## config.mk

```make
export PLATFORM = sky130hd
export DESIGN_NAME = qoi_image_encoder_flat
export DESIGN_NICKNAME = d
export VERILOG_FILES = /design/src/hw/rtl/qoi_enc_pkg.sv /design/src/hw/rtl/qoi_enc_if.sv /design/src/hw/rtl/qoi_enc_ram.sv /design/src/hw/rtl/qoi_enc_chunk.sv /design/src/hw/rtl/qoi_enc_out.sv /design/src/hw/rtl/qoi_image_encoder.sv /design/src/flat_wrapper.sv
export SDC_FILE = /design/constraint.sdc
export NUM_CORES = 2
export LEC_CHECK = 0
export ABC_CLOCK_PERIOD_IN_PS = 14600
export CAP_MARGIN = 0
export CORE_MARGIN = 1
export CORE_UTILIZATION = 45
export CTS_BUF_LIST = sky130_fd_sc_hd__clkbuf_16
export CTS_CLUSTER_SIZE = 8
export DETAILED_ROUTE_END_ITERATION = 6
export DONT_BUFFER_PORTS = 1
export GPL_TIMING_DRIVEN = 0
export PLACE_DENSITY = 0.57
export RECOVER_POWER = 25
export SLEW_MARGIN = 5
export SYNTH_ARGS = -nofsm -noshare
export SYNTH_HDL_FRONTEND = slang
export SYNTH_HIERARCHICAL = 1
export SYNTH_SLANG_ARGS = --single-unit
```

## constraint.sdc

```tcl
create_clock -name clock -period 14.6 [get_ports clock]
set_input_delay 1.46 -clock clock [delete_from_list [all_inputs] [get_ports clock]]
set_output_delay 1.46 -clock clock [all_outputs]
set_load 0.02 [all_outputs]
```

## src/hw/rtl/qoi_enc_pkg.sv

```systemverilog
// Shared types, chunk opcodes and the index hash of the QOI chunk encoder.
// No dependencies; the chunk former, output buffer and top level import this package.
package qoi_enc_pkg;

   localparam int TABLE_DEPTH = 64;
   localparam int HASH_W      = 6;
   localparam int MAX_BYTES   = 6;
   localparam int CNT_W       = 3;
   localparam int RUN_W       = 6;
   localparam int RUN_MAX     = 62;

   localparam logic [7:0] OP_INDEX     = 8'h00;
   localparam logic [7:0] OP_DIFF      = 8'h40;
   localparam logic [7:0] OP_LUMA      = 8'h80;
   localparam logic [7:0] OP_RUN       = 8'hc0;
   localparam logic [7:0] OP_RGB       = 8'hfe;
   localparam logic [7:0] OP_RGBA      = 8'hff;
   localparam logic [7:0] ALPHA_OPAQUE = 8'hff;
   localparam logic [7:0] DIFF_BIAS    = 8'd2;
   localparam logic [7:0] LUMA_BIAS_G  = 8'd30;
   localparam logic [7:0] LUMA_BIAS_RB = 8'd38;

   typedef struct packed {
      logic [7:0] r;
      logic [7:0] g;
      logic [7:0] b;
      logic [7:0] a;
   } pixel_type;

   localparam pixel_type RESET_PIXEL = '{r: 8'h00, g: 8'h00, b: 8'h00, a: 8'hff};

   // bytes[0] leaves first
   typedef struct packed {
      logic [MAX_BYTES-1:0][7:0] bytes;
      logic [CNT_W-1:0]          count;
      logic                      last;
   } chunk_type;

   function automatic logic [HASH_W-1:0] pixel_hash(pixel_type p);
      logic [HASH_W-1:0] r6;
      logic [HASH_W-1:0] g6;
      logic [HASH_W-1:0] b6;
      logic [HASH_W-1:0] a6;
      r6 = p.r[HASH_W-1:0];
      g6 = p.g[HASH_W-1:0];
      b6 = p.b[HASH_W-1:0];
      a6 = p.a[HASH_W-1:0];
      // only the low six bits matter, so wrap in six bits
      return r6 * 6'd3 + g6 * 6'd5 + b6 * 6'd7 + a6 * 6'd11;
   endfunction

endpackage

```

## src/hw/rtl/qoi_enc_if.sv

```systemverilog
// Handshake channels of the QOI chunk encoder: pixel in, byte out, register write.
// Standalone; no package dependency.
interface qoi_pix_if;
   logic       valid;
   logic       ready;
   logic [7:0] red;
   logic [7:0] green;
   logic [7:0] blue;
   logic [7:0] alpha;
   logic       last_pixel;

   modport source (output valid, red, green, blue, alpha, last_pixel, input ready);
   modport sink   (input valid, red, green, blue, alpha, last_pixel, output ready);
endinterface

interface qoi_byte_if;
   logic       valid;
   logic       ready;
   logic [7:0] out_byte;
   logic       pixel_done;
   logic       image_done;

   modport source (output valid, out_byte, pixel_done, image_done, input ready);
   modport sink   (input valid, out_byte, pixel_done, image_done, output ready);
endinterface

interface qoi_csr_if;
   logic valid;
   logic ready;
   logic has_alpha;

   modport source (output valid, has_alpha, input ready);
   modport sink   (input valid, has_alpha, output ready);
endinterface

```

## src/hw/rtl/qoi_enc_ram.sv

```systemverilog
// Generic single-write, single-read RAM with registered read data (read-first).
// No dependencies.
module qoi_enc_ram #(
   parameter int WIDTH = 32,
   parameter int DEPTH = 64
) (
   input  logic                     clock,
   input  logic                     wr_en,
   input  logic [$clog2(DEPTH)-1:0] wr_addr,
   input  logic [WIDTH-1:0]         wr_data,
   input  logic                     rd_en,
   input  logic [$clog2(DEPTH)-1:0] rd_addr,
   output logic [WIDTH-1:0]         rd_data
);

   logic [WIDTH-1:0] mem_ff [DEPTH];
   logic [WIDTH-1:0] rd_data_ff;

   always_ff @(posedge clock) begin
      if (wr_en) begin
         mem_ff[wr_addr] <= wr_data;
      end
      if (rd_en) begin
         rd_data_ff <= mem_ff[rd_addr];
      end
   end

   assign rd_data = rd_data_ff;

endmodule

```

## src/hw/rtl/qoi_enc_chunk.sv

```systemverilog
// Chunk former: turns one pixel plus encoder state into up to six chunk bytes.
// Uses qoi_enc_pkg; purely combinational, sits between input and output registers.
module qoi_enc_chunk
   import qoi_enc_pkg::*;
(
   input  pixel_type         pix,
   input  logic              last,
   input  pixel_type         prev,
   input  logic [RUN_W-1:0]  run,
   input  logic [HASH_W-1:0] hash,
   input  pixel_type         entry,
   output chunk_type         chunk,
   output logic [RUN_W-1:0]  run_next,
   output logic              tab_wr
);

   logic [7:0]       dr;
   logic [7:0]       dg;
   logic [7:0]       db;
   logic [7:0]       lg;
   logic [7:0]       rg;
   logic [7:0]       bg;
   logic [RUN_W-1:0] run_inc;
   logic [CNT_W-1:0] n;

   always_comb begin
      dr      = pix.r - prev.r + DIFF_BIAS;
      dg      = pix.g - prev.g + DIFF_BIAS;
      db      = pix.b - prev.b + DIFF_BIAS;
      lg      = dg + LUMA_BIAS_G;
      rg      = dr - lg + LUMA_BIAS_RB;
      bg      = db - lg + LUMA_BIAS_RB;
      run_inc = run + RUN_W'(1);

      chunk    = '0;
      n        = '0;
      run_next = run;
      tab_wr   = 1'b0;

      if (pix == prev) begin
         run_next = run_inc;
         if (run_inc == RUN_W'(RUN_MAX)) begin
            chunk.bytes[n] = OP_RUN | 8'(RUN_MAX - 1);
            n              = n + CNT_W'(1);
            run_next       = '0;
         end
         // final pixel flushes what remains of the run
         if (last && run_next != '0) begin
            chunk.bytes[n] = OP_RUN | {2'b00, run_next - RUN_W'(1)};
            n              = n + CNT_W'(1);
            run_next       = '0;
         end
      end else begin
         run_next = '0;
         if (run != '0) begin
            chunk.bytes[n] = OP_RUN | {2'b00, run - RUN_W'(1)};
            n              = n + CNT_W'(1);
         end
         if (entry == pix) begin
            chunk.bytes[n] = OP_INDEX | {2'b00, hash};
            n              = n + CNT_W'(1);
         end else begin
            tab_wr = 1'b1;
            if (pix.a == prev.a) begin
               if (dr[7:2] == '0 && dg[7:2] == '0 && db[7:2] == '0) begin
                  chunk.bytes[n] = OP_DIFF | {2'b00, dr[1:0], dg[1:0], db[1:0]};
                  n              = n + CNT_W'(1);
               end else if (lg[7:6] == '0 && rg[7:4] == '0 && bg[7:4] == '0) begin
                  chunk.bytes[n] = OP_LUMA | lg;
                  n              = n + CNT_W'(1);
                  chunk.bytes[n] = {rg[3:0], bg[3:0]};
                  n              = n + CNT_W'(1);
               end else begin
                  chunk.bytes[n] = OP_RGB;
                  n              = n + CNT_W'(1);
                  chunk.bytes[n] = pix.r;
                  n              = n + CNT_W'(1);
                  chunk.bytes[n] = pix.g;
                  n              = n + CNT_W'(1);
                  chunk.bytes[n] = pix.b;
                  n              = n + CNT_W'(1);
               end
            end else begin
               chunk.bytes[n] = OP_RGBA;
               n              = n + CNT_W'(1);
               chunk.bytes[n] = pix.r;
               n              = n + CNT_W'(1);
               chunk.bytes[n] = pix.g;
               n              = n + CNT_W'(1);
               chunk.bytes[n] = pix.b;
               n              = n + CNT_W'(1);
               chunk.bytes[n] = pix.a;
               n              = n + CNT_W'(1);
            end
         end
      end

      chunk.count = n;
      chunk.last  = last;
   end

endmodule

```

## src/hw/rtl/qoi_enc_out.sv

```systemverilog
// Output buffer: holds one pixel's chunk bytes and sends them one per transaction.
// Uses qoi_enc_pkg and the qoi_byte_if channel.
module qoi_enc_out
   import qoi_enc_pkg::*;
(
   input  logic      clock,
   input  logic      reset,
   input  logic      load,
   input  chunk_type chunk_in,
   output logic      free,
   qoi_byte_if.source rsp
);

   logic [MAX_BYTES-1:0][7:0] bytes_ff;
   logic [CNT_W-1:0]          cnt_ff;
   logic [CNT_W-1:0]          idx_ff;
   logic                      last_ff;
   logic                      final_byte;

   assign final_byte     = (idx_ff == cnt_ff - CNT_W'(1));
   assign rsp.valid      = (cnt_ff != '0);
   assign rsp.out_byte   = bytes_ff[idx_ff];
   assign rsp.pixel_done = final_byte;
   assign rsp.image_done = final_byte & last_ff;
   // buffer can take new bytes when empty or when its final byte leaves now
   assign free = (cnt_ff == '0) || (rsp.ready && final_byte);

   always_ff @(posedge clock) begin
      if (reset) begin
         cnt_ff <= '0;
         idx_ff <= '0;
      end else if (load) begin
         cnt_ff <= chunk_in.count;
         idx_ff <= '0;
      end else if (rsp.valid && rsp.ready) begin
         if (final_byte) begin
            cnt_ff <= '0;
            idx_ff <= '0;
         end else begin
            idx_ff <= idx_ff + CNT_W'(1);
         end
      end
   end

   always_ff @(posedge clock) begin
      if (load) begin
         bytes_ff <= chunk_in.bytes;
         last_ff  <= chunk_in.last;
      end
   end

endmodule

```

## src/hw/rtl/qoi_image_encoder.sv

```systemverilog
// QOI chunk encoder: one RGB(A) pixel per req_pix transaction, one chunk byte per
// rsp_byte transaction. A pixel is registered at acceptance, coded in the next cycle
// and its bytes leave from an output buffer when free; pixels can be taken every
// cycle while it keeps up. A pixel of more than one byte holds back the next input,
// as the output port moves one byte per cycle while rsp_byte is ready; run-extending
// pixels give no byte. The 64-entry index table is a RAM read at the accept edge
// with per-entry valid bits, so reset and the last pixel of an image clear it at
// once. csr_wr sets has_alpha (reset 1); write it only while the encoder is idle.
module qoi_image_encoder
   import qoi_enc_pkg::*;
(
   input  logic        clock,
   input  logic        reset,
   qoi_pix_if.sink     req_pix,
   qoi_byte_if.source  rsp_byte,
   qoi_csr_if.sink     csr_wr
);

   logic                   has_alpha_ff;
   logic                   s1_valid_ff;
   pixel_type              pix_ff;
   logic                   last_ff;
   logic [HASH_W-1:0]      hash_ff;
   pixel_type              prev_ff;
   logic [RUN_W-1:0]       run_ff;
   logic [TABLE_DEPTH-1:0] seen_ff;
   logic                   fwd_ff;
   pixel_type              fwd_data_ff;

   pixel_type         pix_in;
   logic [HASH_W-1:0] hash_in;
   logic              accept;
   logic              consume;
   logic              out_free;
   logic              wr_en;
   pixel_type         rd_data;
   pixel_type         entry;
   chunk_type         chunk;
   logic [RUN_W-1:0]  run_next;
   logic              tab_wr;

   assign csr_wr.ready = 1'b1;

   assign pix_in.r = req_pix.red;
   assign pix_in.g = req_pix.green;
   assign pix_in.b = req_pix.blue;
   assign pix_in.a = has_alpha_ff ? req_pix.alpha : ALPHA_OPAQUE;
   assign hash_in  = pixel_hash(pix_in);

   assign consume       = s1_valid_ff && (chunk.count == '0 || out_free);
   assign req_pix.ready = !s1_valid_ff || consume;
   assign accept        = req_pix.valid && req_pix.ready;
   assign wr_en         = consume && tab_wr;

   // a write at the read edge is not in the RAM output: take it from the bypass
   assign entry = !seen_ff[hash_ff] ? pixel_type'('0) : (fwd_ff ? fwd_data_ff : rd_data);

   qoi_enc_ram #(
      .WIDTH ($bits(pixel_type)),
      .DEPTH (TABLE_DEPTH)
   ) u_table (
      .clock   (clock),
      .wr_en   (wr_en),
      .wr_addr (hash_ff),
      .wr_data (pix_ff),
      .rd_en   (accept),
      .rd_addr (hash_in),
      .rd_data (rd_data)
   );

   qoi_enc_chunk u_chunk (
      .pix      (pix_ff),
      .last     (last_ff),
      .prev     (prev_ff),
      .run      (run_ff),
      .hash     (hash_ff),
      .entry    (entry),
      .chunk    (chunk),
      .run_next (run_next),
      .tab_wr   (tab_wr)
   );

   qoi_enc_out u_out (
      .clock    (clock),
      .reset    (reset),
      .load     (consume && chunk.count != '0),
      .chunk_in (chunk),
      .free     (out_free),
      .rsp      (rsp_byte)
   );

   always_ff @(posedge clock) begin
      if (reset) begin
         has_alpha_ff <= 1'b1;
         s1_valid_ff  <= 1'b0;
         prev_ff      <= RESET_PIXEL;
         run_ff       <= '0;
         seen_ff      <= '0;
         fwd_ff       <= 1'b0;
      end else begin
         if (csr_wr.valid) begin
            has_alpha_ff <= csr_wr.has_alpha;
         end
         if (accept) begin
            s1_valid_ff <= 1'b1;
            fwd_ff      <= wr_en && (hash_ff == hash_in);
         end else if (consume) begin
            s1_valid_ff <= 1'b0;
         end
         if (consume) begin
            if (last_ff) begin
               // start a fresh image
               prev_ff <= RESET_PIXEL;
               run_ff  <= '0;
               seen_ff <= '0;
            end else begin
               prev_ff <= pix_ff;
               run_ff  <= run_next;
               if (tab_wr) begin
                  seen_ff[hash_ff] <= 1'b1;
               end
            end
         end
      end
   end

   always_ff @(posedge clock) begin
      if (accept) begin
         pix_ff      <= pix_in;
         last_ff     <= req_pix.last_pixel;
         hash_ff     <= hash_in;
         fwd_data_ff <= pix_ff;
      end
   end

endmodule
```

## src/flat_wrapper.sv

```systemverilog
// flat-port wrapper written by rule: the top's interface ports become plain ports
module qoi_image_encoder_flat import qoi_enc_pkg::*;
  (clock, reset, req_pix_valid, req_pix_red, req_pix_green, req_pix_blue, req_pix_alpha, req_pix_last_pixel, req_pix_ready, rsp_byte_valid, rsp_byte_out_byte, rsp_byte_pixel_done, rsp_byte_image_done, rsp_byte_ready, csr_wr_valid, csr_wr_has_alpha, csr_wr_ready);
  qoi_pix_if req_pix_i ();
  qoi_byte_if rsp_byte_i ();
  qoi_csr_if csr_wr_i ();
  input  logic clock;
  input  logic reset;
  input wire logic [$bits(req_pix_i.valid)-1:0] req_pix_valid;
  input wire logic [$bits(req_pix_i.red)-1:0] req_pix_red;
  input wire logic [$bits(req_pix_i.green)-1:0] req_pix_green;
  input wire logic [$bits(req_pix_i.blue)-1:0] req_pix_blue;
  input wire logic [$bits(req_pix_i.alpha)-1:0] req_pix_alpha;
  input wire logic [$bits(req_pix_i.last_pixel)-1:0] req_pix_last_pixel;
  output wire logic [$bits(req_pix_i.ready)-1:0] req_pix_ready;
  output wire logic [$bits(rsp_byte_i.valid)-1:0] rsp_byte_valid;
  output wire logic [$bits(rsp_byte_i.out_byte)-1:0] rsp_byte_out_byte;
  output wire logic [$bits(rsp_byte_i.pixel_done)-1:0] rsp_byte_pixel_done;
  output wire logic [$bits(rsp_byte_i.image_done)-1:0] rsp_byte_image_done;
  input wire logic [$bits(rsp_byte_i.ready)-1:0] rsp_byte_ready;
  input wire logic [$bits(csr_wr_i.valid)-1:0] csr_wr_valid;
  input wire logic [$bits(csr_wr_i.has_alpha)-1:0] csr_wr_has_alpha;
  output wire logic [$bits(csr_wr_i.ready)-1:0] csr_wr_ready;
  assign req_pix_i.valid = req_pix_valid;
  assign req_pix_i.red = req_pix_red;
  assign req_pix_i.green = req_pix_green;
  assign req_pix_i.blue = req_pix_blue;
  assign req_pix_i.alpha = req_pix_alpha;
  assign req_pix_i.last_pixel = req_pix_last_pixel;
  assign req_pix_ready = req_pix_i.ready;
  assign rsp_byte_valid = rsp_byte_i.valid;
  assign rsp_byte_out_byte = rsp_byte_i.out_byte;
  assign rsp_byte_pixel_done = rsp_byte_i.pixel_done;
  assign rsp_byte_image_done = rsp_byte_i.image_done;
  assign rsp_byte_i.ready = rsp_byte_ready;
  assign csr_wr_i.valid = csr_wr_valid;
  assign csr_wr_i.has_alpha = csr_wr_has_alpha;
  assign csr_wr_ready = csr_wr_i.ready;
  qoi_image_encoder u_core (.clock(clock), .reset(reset), .req_pix(req_pix_i), .rsp_byte(rsp_byte_i), .csr_wr(csr_wr_i));
endmodule
```

# --- After elaboration in Yosys (flattened, before gate mapping) ---
# Memories as Yosys holds them, arrays and structs flattened. A register that Yosys moved wholly into a read port is not among the register bits.
# Index checks and enable logic that the tools add are counted.
word_totals:
  ff_bits: 231
  mem_bits_rw: 2048
  input_bits: 39
  word_cells: 199
  n_memories: 1
memory_table:
  columns: ["name", "depth", "width", "read_ports", "rd_ports_with_merged_regs", "write_ports", "line", "rtl"]
  rows:
  - ["u_core.u_table.mem_ff", 64, 32, 1, 1, 1, "qoi_enc_ram.sv:16", "logic [WIDTH-1:0] mem_ff [DEPTH];"]
op_classes:
  add_sub_neg: 25
  mul: 4
  order_cmp: 15
  n_eq_ne: 6
  n_mux: 71
  bitwise: 6
  n_reduce_logical: 42
ops:
  columns: ["op", "count"]
  rows:
  - ["$bwmux 48", 12]
  - ["$mux 48", 6]
  - ["$demux 8 s3", 6]
  - ["$mux 64", 2]
  - ["$mux 32", 3]
  - ["$mux 8", 11]
  - ["$eq 32x32->1", 2]
  - ["$or 64x64->64", 1]
  - ["$or 8x48->48", 1]
  - ["$or 7x42->42", 1]
  - ["$sub 8x8->8", 5]
  - ["$mux 3", 12]
  - ["$mux 6", 6]
  - ["$lt 3x4->1 const B", 7]
  - ["$add 8x2->8 const B", 3]
  - ["$bmux 8 s3", 1]
  - ["$add 3x1->3 const B", 7]
  - ["$logic_and 1x1->1", 19]
  - ["$add 6x6->6", 3]
  - ["$ge 3x1->1 const B", 6]
  - ["$logic_not 6->1", 3]
  - ["$add 8x6->8 const B", 2]
  - ["$mul 6x3->6 const B", 2]
  - ["$reduce_bool 6->1", 2]
  - ["other kinds (27)", 46]

# --- Longest topological paths before layout ---
logic_depth:
  word_depth: 19
  ltp_mapped: 30
  depth_no_buf: 29

# --- Cells and area by module ---
# Netlist, hierarchy kept.
by_module_without_submodules:
  columns: ["module", "n_inst", "cells_each", "area_per_inst_um2"]
  rows:
  - ["qoi_enc_ram", 1, 3324, 78835.6]
  - ["qoi_image_encoder", 1, 764, 7988.9]
  - ["qoi_enc_chunk", 1, 670, 4564.4]
  - ["qoi_enc_out", 1, 123, 2188.3]

# --- Least setup slack after synthesis ---
# OpenSTA, ideal clock, no wires.
synth_path:
  path_type: "reg-to-reg"
  startpoint: "reg u_core/pix_ff[17] (netlist name)"
  endpoint: "reg u_core.fwd_ff"
  arrival_ps: 11517
  t_required_ps: 14513
  path_slack_ps: 2997
  stages_incl_launch_ff: 28
  path_buffers: 1
  synth_period_minus_slack_ps: 11603
  cell_sequence: "edfxtp_1 inv_1 ha_1 inv_1 ha_1 fa_1 and3_1 or3_1 and2_1 o31ai_4 xnor2_1 ha_1 ha_1 or2_2 a221oi_1 o21bai_1 a22oi_1 and4bb_2 o211ai_4 a21oi_4 nand2b_2 buf_4 inv_1 nor3_1 nor2_1 a21oi_1 nand4_1 a21oi_1"
synth_lines:
  columns: ["item", "line", "rtl"]
  rows:
  - ["start: declaration", "qoi_image_encoder.sv:21", "pixel_type pix_ff;"]
  - ["start signal: assignment", "qoi_image_encoder.sv:129", "pix_ff <= pix_in;"]
  - ["end signal: assignment", "qoi_image_encoder.sv:106", "fwd_ff <= wr_en && (hash_ff == hash_in);"]
  - ["end: declaration", "qoi_image_encoder.sv:27", "logic fwd_ff;"]

==> flow_metrics.env <==
export IMPL_htree_levels=5
export IMPL_cts_sink_count=2311
export IMPL_status="finished, violations left"
export IMPL_syn_num_nets=5045
export IMPL_grt_pass1_wl_um=409600
export IMPL_synthCells=4881
export IMPL_vias=52050
export IMPL_critPathMaxFanout=24
export IMPL_overflow=0
export IMPL_synth_area_leaders="edfxtp_1, mux4_2, dfxtp_1, mux2i_1, ha_1"
export IMPL_maxSlewViolCount=223
export IMPL_r2r_start="u_core/pix_ff[22]$_DFFE_PP_"
export IMPL_fin_crit_sh=0.8424
export IMPL_post_drt_wl_per_cell_um=36.24
export IMPL_hp_class="flop to flop"
export IMPL_cts_clk_slew_worst_paths_ns=0.05
export IMPL_cp_required_ns=15.19
export IMPL_r2r_setup_slack_ns=2.30
export IMPL_start_kind="flop"
export IMPL_postPlaceCellArea_mm2=0.1018
export IMPL_r2r_end="u_core/u_table/mem_ff[38][17]$_DFFE_PP_"
export IMPL_drc_errors=0
export IMPL_postRouteAntennaNets=0
export IMPL_met1_length_um=117200
export IMPL_synth_commonest_cells="edfxtp_1, mux4_2, nor2_1, a21oi_1, nand2_1"
export IMPL_critical_path_arrival_ns=12.89
export IMPL_crit_start="u_core/pix_ff[22]$_DFFE_PP_"
export IMPL_layout_nets=5580
export IMPL_ios=52
export IMPL_postCtsHoldBufs=0
export IMPL_fin_skew_ns=0.06160
export IMPL_grt_setup_unrepaired="false"
export IMPL_vias_per_cell=6.360
export IMPL_maxCapViolCount=13
export IMPL_layout_drive_gt1_share=0.2312
export IMPL_drtIter0Drc=6564
export IMPL_crit_path_max_incr_delay_ns=1.07
export IMPL_antenna_found_initial=13
export IMPL_period_needed_ns=12.30
export IMPL_core_area_mm2=0.2069
export IMPL_cts_buffers=339
export IMPL_utilization=0.5290
export IMPL_cts_buffer_depth=4
export IMPL_worst_skew_pair_late_latency_ns=0.94
export IMPL_worstSetupEndpointType="flop"
export IMPL_start_util=0.4524
export IMPL_tightestPinTransition_ns=1.713
export IMPL_yosysUniqueCellTypes=93
export IMPL_relSlewSlack=-0.1418
export IMPL_grt_usage=0.2841
export IMPL_dieHeight_um=458.0
export IMPL_met3_length_um=29270
export IMPL_crit_type="flop to flop"
export IMPL_worst_slack_ns=2.301
export IMPL_crit_top_cell="ha_1"
export IMPL_cts_tree="yes"
export IMPL_die_area_mm2=0.2098
export IMPL_ys_warn_count=6
export IMPL_ys_async_sr_fraction=0
export IMPL_ys_seq_area_frac=0.7297
export IMPL_syn_avg_cell_area_um2=19.17
export IMPL_grt_pass1_vias=52010
export IMPL_postCtsSetupBuffers=0
export IMPL_synth_flop_cell="edfxtp_1"
export IMPL_max_freq_mhz=81.31
export IMPL_yosys_area_top_type="edfxtp_1"
export IMPL_r2r_cells=29
export IMPL_grt_max_degree=33
export IMPL_fp_dieW_um=458.0
export IMPL_stdcell_count=8184
export IMPL_area_delta_synth_final_pct=16.95
export IMPL_ys_ff_latch=2311
export IMPL_synth_edf_count=2200
export IMPL_synth_most_common_cell="edfxtp_1"
export IMPL_wl_um=296600
export IMPL_firstDrtPassIters=6
export IMPL_netlist_area_mm2=0.09358
export IMPL_placementRows=167
export IMPL_setup_viol=0
export IMPL_dpl_cell_count=7779
export IMPL_fill_cells=16380
export IMPL_cts_root_buf="clkbuf_16"
export IMPL_finalHoldViolations=0
export IMPL_ctsResizeCount=0
export IMPL_post_dp_hpwl_um=202900
export IMPL_final_area_mm2=0.1094
export IMPL_violations="capacitance limit, slew limit"
export IMPL_io_buffer_count=0
export IMPL_gp_congestion=0.8985
export IMPL_cpMaxStageDelayCell="clkbuf_1"
export IMPL_critPathCapture="u_core/u_table/mem_ff[38][17]$_DFFE_PP_"
export IMPL_dr_wl_met2_um=135000
export IMPL_top_layer="met4"
export IMPL_synth_top_area_frac=0.7060
export IMPL_place_ws_ns=3.832
layer usage:
metal	track usage	up-vias
met1	0.3912	27810
met4	0.1213	0
met2	0.4386	2879
li1	-	20770
met5	0	-
met3	0.06138	598
layout by cell type, fill, tap and decap left out, types with 24 or more instances in the layout:
cell,n
edfxtp_1,2200
mux4_2,556
clkbuf_16,345
nor2_1,228
a21oi_1,213
nand2_1,190
inv_1,175
clkbuf_1,170
mux2i_1,153
dfxtp_1,111
o22ai_1,98
ha_1,97
buf_2,73
buf_12,71
xnor2_1,64
nor2_4,63
buf_16,45
buf_4,41
nand3_1,40
o221ai_1,30
fa_1,28
o21ai_0,27
buf_1,26
nand2b_1,25
nor3_1,24
nor2b_1,24
area by class of cell:
cell class	instances	area, um2	share of cell area
tap	2704	3383	0.03092
buffer	254	1251	0.01143
clock buffer	345	8633	0.07889
antenna	4	10.01	0.00009147
clock inverter	56	256.5	0.002344
sequential	2311	68290	0.6240
timing repair buffer	194	3065	0.02801
multi-input combinational	2188	24070	0.2200
inverter	128	480.5	0.004390
state kept, by name (all words and copies together) (netlist names):
register,cells
u_core/has_alpha_ff,1
u_core/u_out/bytes_ff,48
u_core/run_ff,6
u_core/u_out/last_ff,1
u_core/seen_ff,64
u_core/u_out/idx_ff,3
u_core/u_table/mem_ff,2048
u_core/fwd_data_ff,32
u_core/fwd_ff,1
u_core/u_out/cnt_ff,3
u_core/hash_ff,6
u_core/s1_valid_ff,1
u_core/prev_ff,32
u_core/pix_ff,32
u_core/u_table/rd_data,32
u_core/last_ff,1
stage by stage:
stage | TNS [ns] | hold slack, ns
2_1_floorplan | 0 | 0.4286
3_3_place_gp | -376.25 | 0.4439
3_5_place_dp | 0 | 0.4471
4_1_cts | 0 | 0.4539
5_1_grt | 0 | 0.4734
6_report | 0 | 0.4534
cell families (layout without fill, tap and decap cells):
kind of cell,after synthesis,after routing,synth area share
other cells,1,5,0.00004007
xor+xnor,95,95,0.009868
flops,2311,2311,0.7297
compound gates,524,524,0.03574
simple gates,729,729,0.03640
mux,714,714,0.1508
fa+ha+maj,125,125,0.01896
buf+inv,382,977,0.01849
worst max-delay path, delay by kind of cell (launching register included):
family          cells  cell delay (ns)
flops               1             0.32
fa+ha+maj           4             1.54
compound gates      7             1.60
simple gates       11             4.93
buf+inv             6             3.26
xor+xnor            1             0.21
worst min path at each step:
stage,start,to,cells after the start
after global placement,u_core/seen_ff[48]$_SDFFE_PP0P_,u_core/seen_ff[48]$_SDFFE_PP0P_,2
after floorplan,u_core/seen_ff[21]$_SDFFE_PP0P_,u_core/seen_ff[21]$_SDFFE_PP0P_,2
after CTS,u_core/prev_ff[22]$_SDFFE_PP0P_,u_core/prev_ff[22]$_SDFFE_PP0P_,2
final,u_core/prev_ff[22]$_SDFFE_PP0P_,u_core/prev_ff[22]$_SDFFE_PP0P_,2
after detailed placement,u_core/prev_ff[22]$_SDFFE_PP0P_,u_core/prev_ff[22]$_SDFFE_PP0P_,2
after global routing,u_core/run_ff[3]$_SDFFE_PP0P_,u_core/run_ff[3]$_SDFFE_PP0P_,2
Power is not shown: default switching activity piles up to over one toggle a cycle in this logic, so the estimate is an artifact.
